### config.mk
export PLATFORM = sky130hd
export DESIGN_NAME = session_slot_table_unit
export DESIGN_NICKNAME = d
export VERILOG_FILES = /design/src/rtl/sst_pkg.sv /design/src/rtl/sst_id_ram.sv /design/src/rtl/session_slot_table_unit.sv
export SDC_FILE = /design/constraint.sdc
export NUM_CORES = 1
export LEC_CHECK = 0
export BUFFER_PORTS_ARGS = -buffer_cell sky130_fd_sc_hd__buf_2
export CAP_MARGIN = 20
export CORE_AREA = 2 2 164 166
export CTS_BUF_LIST = sky130_fd_sc_hd__clkbuf_8
export CTS_CLUSTER_DIAMETER = 200
export DETAILED_ROUTE_END_ITERATION = 6
export DIE_AREA = 0 0 166 168
export GPL_TIMING_DRIVEN = 0
export HOLD_SLACK_MARGIN = 0.03
export MAX_ROUTING_LAYER = met4
export PLACE_DENSITY = 0.63
export SETUP_SLACK_MARGIN = 0.3
export SLEW_MARGIN = 0
export SYNTH_ARGS = -nofsm -noshare
export SYNTH_HDL_FRONTEND = slang
export SYNTH_HIERARCHICAL = 1
export SYNTH_SLANG_ARGS = --single-unit
### constraint.sdc
create_clock -name clk -period 4 [get_ports clk]
set_clock_uncertainty 0.2 [all_clocks]
set_input_delay 0.2 -clock clk [delete_from_list [all_inputs] [get_ports clk]]
set_output_delay 0.2 -clock clk [all_outputs]
set_load 0.01 [all_outputs]
### src/rtl/sst_pkg.sv
// ----------------------------------------------------------------------------
// sst_pkg
// Command, status and state codes shared by the session slot table.
// ----------------------------------------------------------------------------
package sst_pkg;

	typedef enum logic [2:0] {
		ACT_INIT   = 3'd0,
		ACT_DEINIT = 3'd1,
		ACT_CREATE = 3'd2,
		ACT_CLOSE  = 3'd3,
		ACT_QUERY  = 3'd4
	} act_t;

	typedef enum logic [1:0] {
		STAT_OK       = 2'd0,
		STAT_NOT_INIT = 2'd1,
		STAT_INVALID  = 2'd2
	} stat_t;

	typedef enum logic [2:0] {
		ST_IDLE = 3'b001,
		ST_SCAN = 3'b010,
		ST_RESP = 3'b100
	} state_t;

	localparam int unsigned SID_W = 16;

endpackage

### src/rtl/sst_id_ram.sv
// ----------------------------------------------------------------------------
// sst_id_ram
// Slot id store: one write port, one read port, registered read data.
// ----------------------------------------------------------------------------
module sst_id_ram #(
	parameter int unsigned DEPTH = 8,
	parameter int unsigned WIDTH = 16,
	parameter int unsigned AW    = 3
) (
	input  logic             clk,
	input  logic             we,
	input  logic [AW-1:0]    waddr,
	input  logic [WIDTH-1:0] wdata,
	input  logic [AW-1:0]    raddr,
	output logic [WIDTH-1:0] rdata
);

	logic [WIDTH-1:0] mem [DEPTH];

	always_ff @(posedge clk) begin
		if (we) begin
			mem[waddr] <= wdata;
		end
	end

	always_ff @(posedge clk) begin
		rdata <= mem[raddr];
	end

endmodule

### src/rtl/session_slot_table_unit.sv
// ----------------------------------------------------------------------------
// session_slot_table_unit
// Session slot table with an id counter: init, deinit, create, close, query.
//
//   channel | direction | handshake             | word
//   cmd     | in        | cmd_valid / cmd_ready | action, session_id
//   rsp     | out       | rsp_valid / rsp_ready | status, new_session_id, is_valid
//
// Init, deinit, create and unknown commands go from idle straight to the
// response state. Close and query read the id RAM one slot a cycle, ending
// at the first matching active slot or at the last slot; with the table off they skip the scan.
// One command is in flight at a time; a new one is taken while the previous
// response waits in the output register. Reset leaves the table off.
// ----------------------------------------------------------------------------
module session_slot_table_unit #(
	parameter int unsigned SLOT_COUNT = 8,
	parameter int unsigned ID_BITS    = 16
) (
	input  logic                    clk,
	input  logic                    arst_n,
	input  logic                    cmd_valid,
	output logic                    cmd_ready,
	input  logic [2:0]              action,
	input  logic [sst_pkg::SID_W-1:0] session_id,
	output logic                    rsp_valid,
	input  logic                    rsp_ready,
	output logic [1:0]              status,
	output logic [sst_pkg::SID_W-1:0] new_session_id,
	output logic                    is_valid
);

	localparam int unsigned IDX_W = (SLOT_COUNT > 1) ? $clog2(SLOT_COUNT) : 1;
	localparam int unsigned CMP_W = (ID_BITS > sst_pkg::SID_W) ? ID_BITS : sst_pkg::SID_W;
	localparam logic [IDX_W-1:0] LAST_IDX = IDX_W'(SLOT_COUNT - 1);

	sst_pkg::state_t                state_q;
	logic                           table_on_q;
	logic [ID_BITS-1:0]             next_id_q;
	logic [SLOT_COUNT-1:0]          active_q;
	logic [2:0]                     act_q;
	logic [sst_pkg::SID_W-1:0]      sid_q;
	logic [IDX_W-1:0]               idx_q;
	logic                           rd_vld_s1;
	logic [IDX_W-1:0]               idx_s1;
	logic [1:0]                     res_status_q;
	logic [sst_pkg::SID_W-1:0]      res_new_id_q;
	logic                           res_valid_q;

	logic                           free_found;
	logic [IDX_W-1:0]               free_idx;
	logic [ID_BITS-1:0]             id_inc;
	logic [ID_BITS-1:0]             next_id_adv;
	logic [ID_BITS-1:0]             rd_id;
	logic                           hit;
	logic                           cmd_fire;
	logic                           create_we;

	assign cmd_ready = (state_q == sst_pkg::ST_IDLE);
	assign cmd_fire  = cmd_valid && cmd_ready;

	always_comb begin
		free_found = 1'b0;
		free_idx   = '0;
		for (int i = SLOT_COUNT - 1; i >= 0; i--) begin
			if (!active_q[i]) begin
				free_found = 1'b1;
				free_idx   = IDX_W'(i);
			end
		end
	end

	assign id_inc      = next_id_q + ID_BITS'(1);
	assign next_id_adv = (id_inc == '0) ? ID_BITS'(1) : id_inc;
	assign create_we   = cmd_fire && (action == sst_pkg::ACT_CREATE) && table_on_q && free_found;
	assign hit         = rd_vld_s1 && active_q[idx_s1] && (CMP_W'(rd_id) == CMP_W'(sid_q));

	sst_id_ram #(
		.DEPTH(SLOT_COUNT),
		.WIDTH(ID_BITS),
		.AW   (IDX_W)
	) u_id_ram (
		.clk  (clk),
		.we   (create_we),
		.waddr(free_idx),
		.wdata(next_id_q),
		.raddr(idx_q),
		.rdata(rd_id)
	);

	always_ff @(posedge clk or negedge arst_n) begin
		if (!arst_n) begin
			state_q        <= sst_pkg::ST_IDLE;
			table_on_q     <= 1'b0;
			next_id_q      <= ID_BITS'(1);
			active_q       <= '0;
			act_q          <= '0;
			sid_q          <= '0;
			idx_q          <= '0;
			rd_vld_s1      <= 1'b0;
			idx_s1         <= '0;
			res_status_q   <= sst_pkg::STAT_OK;
			res_new_id_q   <= '0;
			res_valid_q    <= 1'b0;
			rsp_valid      <= 1'b0;
			status         <= sst_pkg::STAT_OK;
			new_session_id <= '0;
			is_valid       <= 1'b0;
		end else begin
			if (rsp_valid && rsp_ready) begin
				rsp_valid <= 1'b0;
			end
			case (state_q)
				sst_pkg::ST_IDLE: begin
					if (cmd_valid) begin
						act_q        <= action;
						sid_q        <= session_id;
						res_status_q <= sst_pkg::STAT_OK;
						res_new_id_q <= '0;
						res_valid_q  <= 1'b0;
						state_q      <= sst_pkg::ST_RESP;
						case (action)
							sst_pkg::ACT_INIT: begin
								if (!table_on_q) begin
									active_q   <= '0;
									next_id_q  <= ID_BITS'(1);
									table_on_q <= 1'b1;
								end
							end
							sst_pkg::ACT_DEINIT: begin
								if (!table_on_q) begin
									res_status_q <= sst_pkg::STAT_NOT_INIT;
								end else begin
									active_q   <= '0;
									table_on_q <= 1'b0;
								end
							end
							sst_pkg::ACT_CREATE: begin
								if (!table_on_q) begin
									res_status_q <= sst_pkg::STAT_NOT_INIT;
								end else if (free_found) begin
									active_q[free_idx] <= 1'b1;
									res_new_id_q       <= sst_pkg::SID_W'(next_id_q);
									next_id_q          <= next_id_adv;
								end else begin
									res_status_q <= sst_pkg::STAT_INVALID;
								end
							end
							sst_pkg::ACT_CLOSE, sst_pkg::ACT_QUERY: begin
								if (!table_on_q) begin
									res_status_q <= sst_pkg::STAT_NOT_INIT;
								end else begin
									idx_q     <= '0;
									rd_vld_s1 <= 1'b0;
									state_q   <= sst_pkg::ST_SCAN;
								end
							end
							default: begin
								res_status_q <= sst_pkg::STAT_INVALID;
							end
						endcase
					end
				end
				sst_pkg::ST_SCAN: begin
					rd_vld_s1 <= 1'b1;
					idx_s1    <= idx_q;
					if (idx_q != LAST_IDX) begin
						idx_q <= idx_q + IDX_W'(1);
					end
					if (hit) begin
						if (act_q == sst_pkg::ACT_CLOSE) begin
							active_q[idx_s1] <= 1'b0;
						end else begin
							res_valid_q <= 1'b1;
						end
						rd_vld_s1 <= 1'b0;
						state_q   <= sst_pkg::ST_RESP;
					end else if (rd_vld_s1 && (idx_s1 == LAST_IDX)) begin
						if (act_q == sst_pkg::ACT_CLOSE) begin
							res_status_q <= sst_pkg::STAT_INVALID;
						end
						rd_vld_s1 <= 1'b0;
						state_q   <= sst_pkg::ST_RESP;
					end
				end
				sst_pkg::ST_RESP: begin
					if (!rsp_valid || rsp_ready) begin
						rsp_valid      <= 1'b1;
						status         <= res_status_q;
						new_session_id <= res_new_id_q;
						is_valid       <= res_valid_q;
						state_q        <= sst_pkg::ST_IDLE;
					end
				end
				default: begin
					state_q <= sst_pkg::ST_IDLE;
				end
			endcase
		end
	end

	// counter never lands on the invalid id
	a_next_id_nonzero: assert property (@(posedge clk) disable iff (!arst_n)
		next_id_q != '0)
		else $error("next id is zero");

	// a scan only runs with the table on
	a_scan_on: assert property (@(posedge clk) disable iff (!arst_n)
		(state_q == sst_pkg::ST_SCAN) |-> table_on_q)
		else $error("scan with table off");

	// a successful create takes exactly one slot
	a_create_one: assert property (@(posedge clk) disable iff (!arst_n)
		create_we |=> ($countones(active_q) == $past($countones(active_q)) + 1))
		else $error("create did not take one slot");

	// a failed word carries no id and no query answer
	a_fail_clean: assert property (@(posedge clk) disable iff (!arst_n)
		(rsp_valid && (status != sst_pkg::STAT_OK)) |-> (new_session_id == '0 && !is_valid))
		else $error("failed word carries data");

	// table off means no active slot
	a_off_empty: assert property (@(posedge clk) disable iff (!arst_n)
		!table_on_q |-> (active_q == '0))
		else $error("active slot with table off");

endmodule

After elaboration in Yosys (flattened, before gate mapping). Memories as Yosys holds them, arrays and structs flattened. A register that Yosys moved wholly into a read port is not among the register bits. Index checks and enable logic that the tools add are counted.

Input bits: 23. Word-level logic and storage cells: 161. RAM bits: 128. Memories: 1. Register bits: 93.

Memory list: u_id_ram.mem (depth 8, width 16, read ports 1, clocked after Yosys merged registers in 1, write ports 1, RTL line sst_id_ram.sv:18) `logic [WIDTH-1:0] mem [DEPTH];`.

Multiplexer cells: 76. Equal/unequal tests: 30. Reductions and logical operators: 29. $add $sub $neg: 2. Bitwise logic cells: 3. Order comparisons: 4.

Operators by type and width (number): 16-bit 2-to-1 mux (7); 8-bit 2-to-1 mux (7); 3-bit 2-to-1 mux (18); 16-bit case mux with 2 select lines (1); 1-bit 2-to-1 mux (25); 8-bit case mux with 3 select lines (1); 2-bit != test (second input constant) (11); 3-bit != test (second input constant) (6); 16-bit by 1-bit adder with 16-bit output (second input constant) (1); 16-bit equality test (1); 16-bit zero test (1); 8-bit case mux with 2 select lines (1); 3-bit by 2-bit equality test with 1-bit output (second input constant) (4); 2-bit 2-to-1 mux (6); 1-bit logical AND (10); 5-bit AND reduction (2); 3-bit equality test (second input constant) (3); 3-bit case mux with 3 select lines (1); 9-bit AND reduction (1); 8-bit AND (1); 3-bit by 4-bit less-than comparator with 1-bit output (second input constant) (2); 8-bit NOT (1); 8-bit bitwise OR (1); 4-bit AND reduction (2); other kinds (20) (30).

Depth between registers and ports, before layout.
Word-level depth: 18. Gate-level depth with buffers: 9. Depth with buffers taken out: 7.

Modules after synthesis. The synthesis kept the hierarchy.

By module, submodules not included: sst_id_ram (times used 1, area each 5293.8 um^2, cells each 214); session_slot_table_unit (times used 1, area each 4729.5 um^2, cells each 493).

Worst setup path after synthesis. Ideal clock, no wire load.

Kind: flip-flop to flip-flop. Start: reg state_q[0]. End: mem u_id_ram.mem[0][0] (enable). Path slack: 0.401 ns. Arrival: 2.990 ns. Cell stages (with the launch flop): 10. Buffers on the path: 3. Path through: dfstp_2 nor3b_2 and2_1 buf_2 nand2_1 inv_2 buf_4 buf_4 nand2b_1 nor3_1.

Cells in the longest elaborated chain, start to end: 7.

Ends and longest elaborated chain: start: declaration (RTL line session_slot_table_unit.sv:36) `sst_pkg::state_t state_q;`; start signal: assignment (RTL line session_slot_table_unit.sv:92) `state_q <= sst_pkg::ST_IDLE;`; start signal: assignment (RTL line session_slot_table_unit.sv:120) `state_q <= sst_pkg::ST_RESP;`; start signal: assignment (RTL line session_slot_table_unit.sv:154) `state_q <= sst_pkg::ST_SCAN;`; 3-bit by 1-bit equality test with 1-bit output (RTL line session_slot_table_unit.sv:58) `assign cmd_ready = (state_q == sst_pkg::ST_IDLE);`; net cmd_ready (RTL line session_slot_table_unit.sv:22) `output logic cmd_ready,`; 1-bit logical AND (RTL line session_slot_table_unit.sv:59) `assign cmd_fire = cmd_valid && cmd_ready;`; 1-bit logical AND (3 in series) (RTL line session_slot_table_unit.sv:74) `assign create_we = cmd_fire && (action == sst_pkg::ACT_CREATE) && table_on_q && free_found;`; net create_we (RTL line session_slot_table_unit.sv:56) `logic create_we;`; 1-bit 2-to-1 mux (RTL line sst_id_ram.sv:21) `if (we) begin`; 1-bit 2-to-1 mux (not written as such) (RTL line sst_id_ram.sv:22) `mem[waddr] <= wdata;`; end: declaration (RTL line sst_id_ram.sv:18).

The timed path passes the listed nets, and every way through them passes these cells.

Worst setup path after layout.
Start: reg state_q[0]. End: mem u_id_ram.mem[1][0] (enable).

Cells in the longest elaborated chain, start to end: 7.

Ends and longest elaborated chain (RTL line): 3-bit by 1-bit equality test with 1-bit output (session_slot_table_unit.sv:58); 1-bit logical AND (session_slot_table_unit.sv:59); 1-bit logical AND (3 in series) (session_slot_table_unit.sv:74); net create_we (session_slot_table_unit.sv:56); 1-bit 2-to-1 mux (sst_id_ram.sv:21); 1-bit 2-to-1 mux (not written as such) (sst_id_ram.sv:22).

The timed path passes the listed nets, and every way through them passes these cells.

==> qor.txt <==
Final Hold Violating Endpoints = 0
Max transition margin = 42.5%
Die height = 168 um
CP Data Required Time = 4.03 ns
Synth top area cells = edfxtp_1 (38%), dfrtp_1 (23%), mux4_1 (7.3%), nand2_1 (4.1%), mux2_2 (3.9%)
Pre-antenna DRT Iters = 4
Max-cap check violation count = 0
Worst hold margin = 0.193 ns
CTS tree = built
Post-layout util = 44.9%
Clock tree root buffer cell = clkbuf_8
PwrDens = 563 mW/mm^2
Worst setup path end = u_id_ram/mem[1][0]$_DFFE_PP_
Clk sinks = 237
Vias in the first global route = 6315
Multi-input gate area = 0.00332 sq mm
Row Count = 60
Fillcell total = 2342
RSZ-0062 raised after global routing = yes
Post-route insts no fill = 1195
Total negative setup slack = 0 ns
Largest net degree at the start of global routing = 59
Hold Path Class = in2reg
Grt total ovfl = 0
Cell taking the most area after synthesis = edfxtp_1
Ys Warns = 6
Power Internal = 0.00462 W
Post-Route WL = 22.5 mm
DR iter-0 viols = 505
Global-route wire length before repair = 36.2 mm
Post-synthesis mux area share = 12.3%
Clock power frac = 28.2%
WP data arrival = 3.55 ns
DRC Markers = 0
Setup crit end kind = register
Register area = 0.00649 sq mm
Worst R2R Path Depth = 10
Largest family of logic cells by synthesized area = multiplexers
Top Ports = 44
Area of the core = 0.0264 sq mm
Compound-cell area share of the yosys netlist = 7.48%
Routed vias = 6178
Routed length per placed instance = 18.8 um
Synth top area share = 38.3%
Peak supply drop = 0.356 mV
Async SR Flop Fraction = 39.2%
Mapped cell area = 0.0100 sq mm
Worst-path clk slew = 0.07 ns
Die width = 166 um
Count of pins over their slew limit = 0
Comb pwr share = 25.4%
Final Power = 0.00666 W
Setup-failing EPs final = 0
CP max FO = 12
Mapped Nets = 733
Nets = 851
Starting Density = 38.0%
Unique cell type count in the Yosys netlist = 72
R2r endpoint = u_id_ram/mem[1][0]$_DFFE_PP_
Final period util = 88.0%
Later-pin clock latency in the skew report = 0.53 ns
Commonest cells after routing, fill and taps aside = edfxtp_1 (128), nand2_1 (110), dfrtp_1 (91), buf_2 (52), o21ai_0 (45)
Peak Freq = 0.284 GHz
Post-synth EDFFs = 128
Yosys reg bits = 237
Layout cells sized above 1 = 22.6%
Switch share = 30.7%
Clk buf depth = 3
Post-synthesis simple-gate area fraction = 10.3%
Syn avg cell area = 14.2 sq um
Placed cell count = 1098
H-tree Lvls = 2
Switching power = 0.00204 W
Area growth syn-to-layout = 18.1%
Placer Congestion = 0.856
Predominant post-synthesis flop cell = edfxtp_1
I/O Buffers = 41
Hold depth = 4
Diodes inserted = 0
Global Route Usage Sum = 17.1%
Final HPWL from detailed placement = 15.0 mm
Avg Vias per Cell = 5.17
Adder-Cell Fraction of Synth Area = 0.374%
DRT antenna net count = 0
Reg2reg setup slack = 0.48 ns
Die footprint = 0.0279 sq mm
Sequential fraction of the synthesis area = 64.8%
Flop pwr share = 46.4%
Total CTS buffers = 38
Synth Area in XOR/XNOR = 2.18%
Syn Inst Count = 707
Worst-Margin Slew = 0.859 ns
Initial antenna violation count = 0
Status = finished clean
P_leak = 4.64 nW
Commonest non-fill, non-tap cell in the layout = edfxtp_1
FF-to-FF Start = state_q[0]$_DFFE_PN1P_
Startpoint Class = register
Setup CP Type = reg2reg
Final min period = 3.52 ns
Worst Setup SP = state_q[0]$_DFFE_PN1P_
what timing repair did:
action / in CTS / in global routing
pin swaps: 0 / 2
endpoints found under the setup margin: 10 / 45
hold buffers: 24 / 0
resized for setup: 2 / 4
endpoints found under the hold margin: 120 / 0
buffers inserted: 0 / 4
state kept, by name (all words and copies together) (netlist names):
name            count
act_q               3
active_q            8
idx_q               3
idx_s1              3
is_valid            1
new_session_id     16
next_id_q          16
rd_vld_s1           1
res_new_id_q       16
res_status_q        2
res_valid_q         1
rsp_valid           1
sid_q              16
state_q             3
status              2
table_on_q          1
u_id_ram/mem      128
u_id_ram/rdata     16
cells by family (layout without fill, tap and decap cells):
kind of cell / count (synthesis) / in the layout
xor gates and xnor gates: 25 / 25
adders and majority gates: 3 / 3
buffers and inverters: 53 / 200
DFF: 237 / 237
AOI/OAI and AO/OA: 110 / 110
muxes: 68 / 68
and+or+nand+nor: 211 / 211
critical path, cell delays in order (launching register included):
cell and delay, ns:
dfstp_2 0.56, nor3b_2 0.37, and2_1 0.18, buf_2 0.15
nand2_1 0.26, inv_2 0.12, buf_4 0.19, buf_4 0.22
nand2b_1 0.25, nor2_2 0.47, buf_8 0.23
area by class of cell:
type	count	share of cell area, %
timing repair buffer	78	5.38
clock buffer	42	4.88
clock inverter	27	0.972
multi-input combinational	417	28.1
buffer	43	1.91
sequential	237	54.9
inverter	10	0.317
tap	341	3.60
synth_stat cells (2+ instances only):
| cell type | count |
|---|---|
| nor3_1 | 7 |
| or2_2 | 2 |
| nand4_1 | 7 |
| clkbuf_1 | 19 |
| o21ai_0 | 45 |
| nor3b_2 | 2 |
| buf_2 | 12 |
| xnor2_1 | 18 |
| and2_1 | 3 |
| nor2b_1 | 2 |
| a31o_2 | 3 |
| ha_1 | 3 |
| nand3b_1 | 2 |
| mux4_2 | 4 |
| buf_1 | 3 |
| o31ai_1 | 10 |
| a22o_1 | 13 |
| mux2_2 | 35 |
| buf_4 | 3 |
| dfxtp_1 | 16 |
| nand2b_1 | 6 |
| edfxtp_1 | 128 |
| o211ai_1 | 2 |
| mux4_1 | 28 |
| xor2_1 | 7 |
| nand4_2 | 2 |
| and4_1 | 3 |
| inv_1 | 9 |
| dfstp_2 | 2 |
| nor4_1 | 6 |
| nand3_1 | 16 |
| or3_1 | 3 |
| and3_1 | 4 |
| nor2_1 | 24 |
| buf_6 | 5 |
| dfrtp_1 | 91 |
| a31oi_1 | 8 |
| a2bb2oi_1 | 3 |
| nand2_1 | 110 |
| o41ai_1 | 2 |
| a21oi_1 | 7 |
| o22ai_1 | 2 |
layer usage:
layer | share of wire (%) | GRT usage [%]
met5 | 0 | -
met2 | 49 | 27.4
met1 | 46 | 22.7
met3 | 4.3 | 3.17
met4 | 1.5 | 4.54
per-stage QoR:
stage / area (sq um) / setup WS [ns]
floorplan: 10000 / 0.401
global placement: 10700 / -0.950
detailed placement: 10800 / 0.236
CTS: 11800 / 0.433
global route: 11800 / 0.252
finish: 11800 / 0.480
power groups by stage:
stage	Combinational (W)	Sequential [W]	Clock, W
finish	0.00169	0.00309	0.00188
global route	0.00187	0.00312	0.00204
CTS	0.00171	0.00309	0.00193
detailed placement	0.00168	0.00314	0
global placement	0.00165	0.00313	0
floorplan	0.00122	0.00308	0
how the worst min path moves through the flow:
stage	start	to	slack (ns)
floorplan	arst_n	act_q[0]$_DFFE_PN0P_	-0.30
global placement	session_id[0]	sid_q[0]$_DFFE_PN0P_	0.19
detailed placement	arst_n	sid_q[5]$_DFFE_PN0P_	0.008
CTS	session_id[1]	sid_q[1]$_DFFE_PN0P_	0.17
global route	session_id[9]	sid_q[9]$_DFFE_PN0P_	0.19
finish	session_id[0]	sid_q[0]$_DFFE_PN0P_	0.19
(Power assumes the default switching activity.)
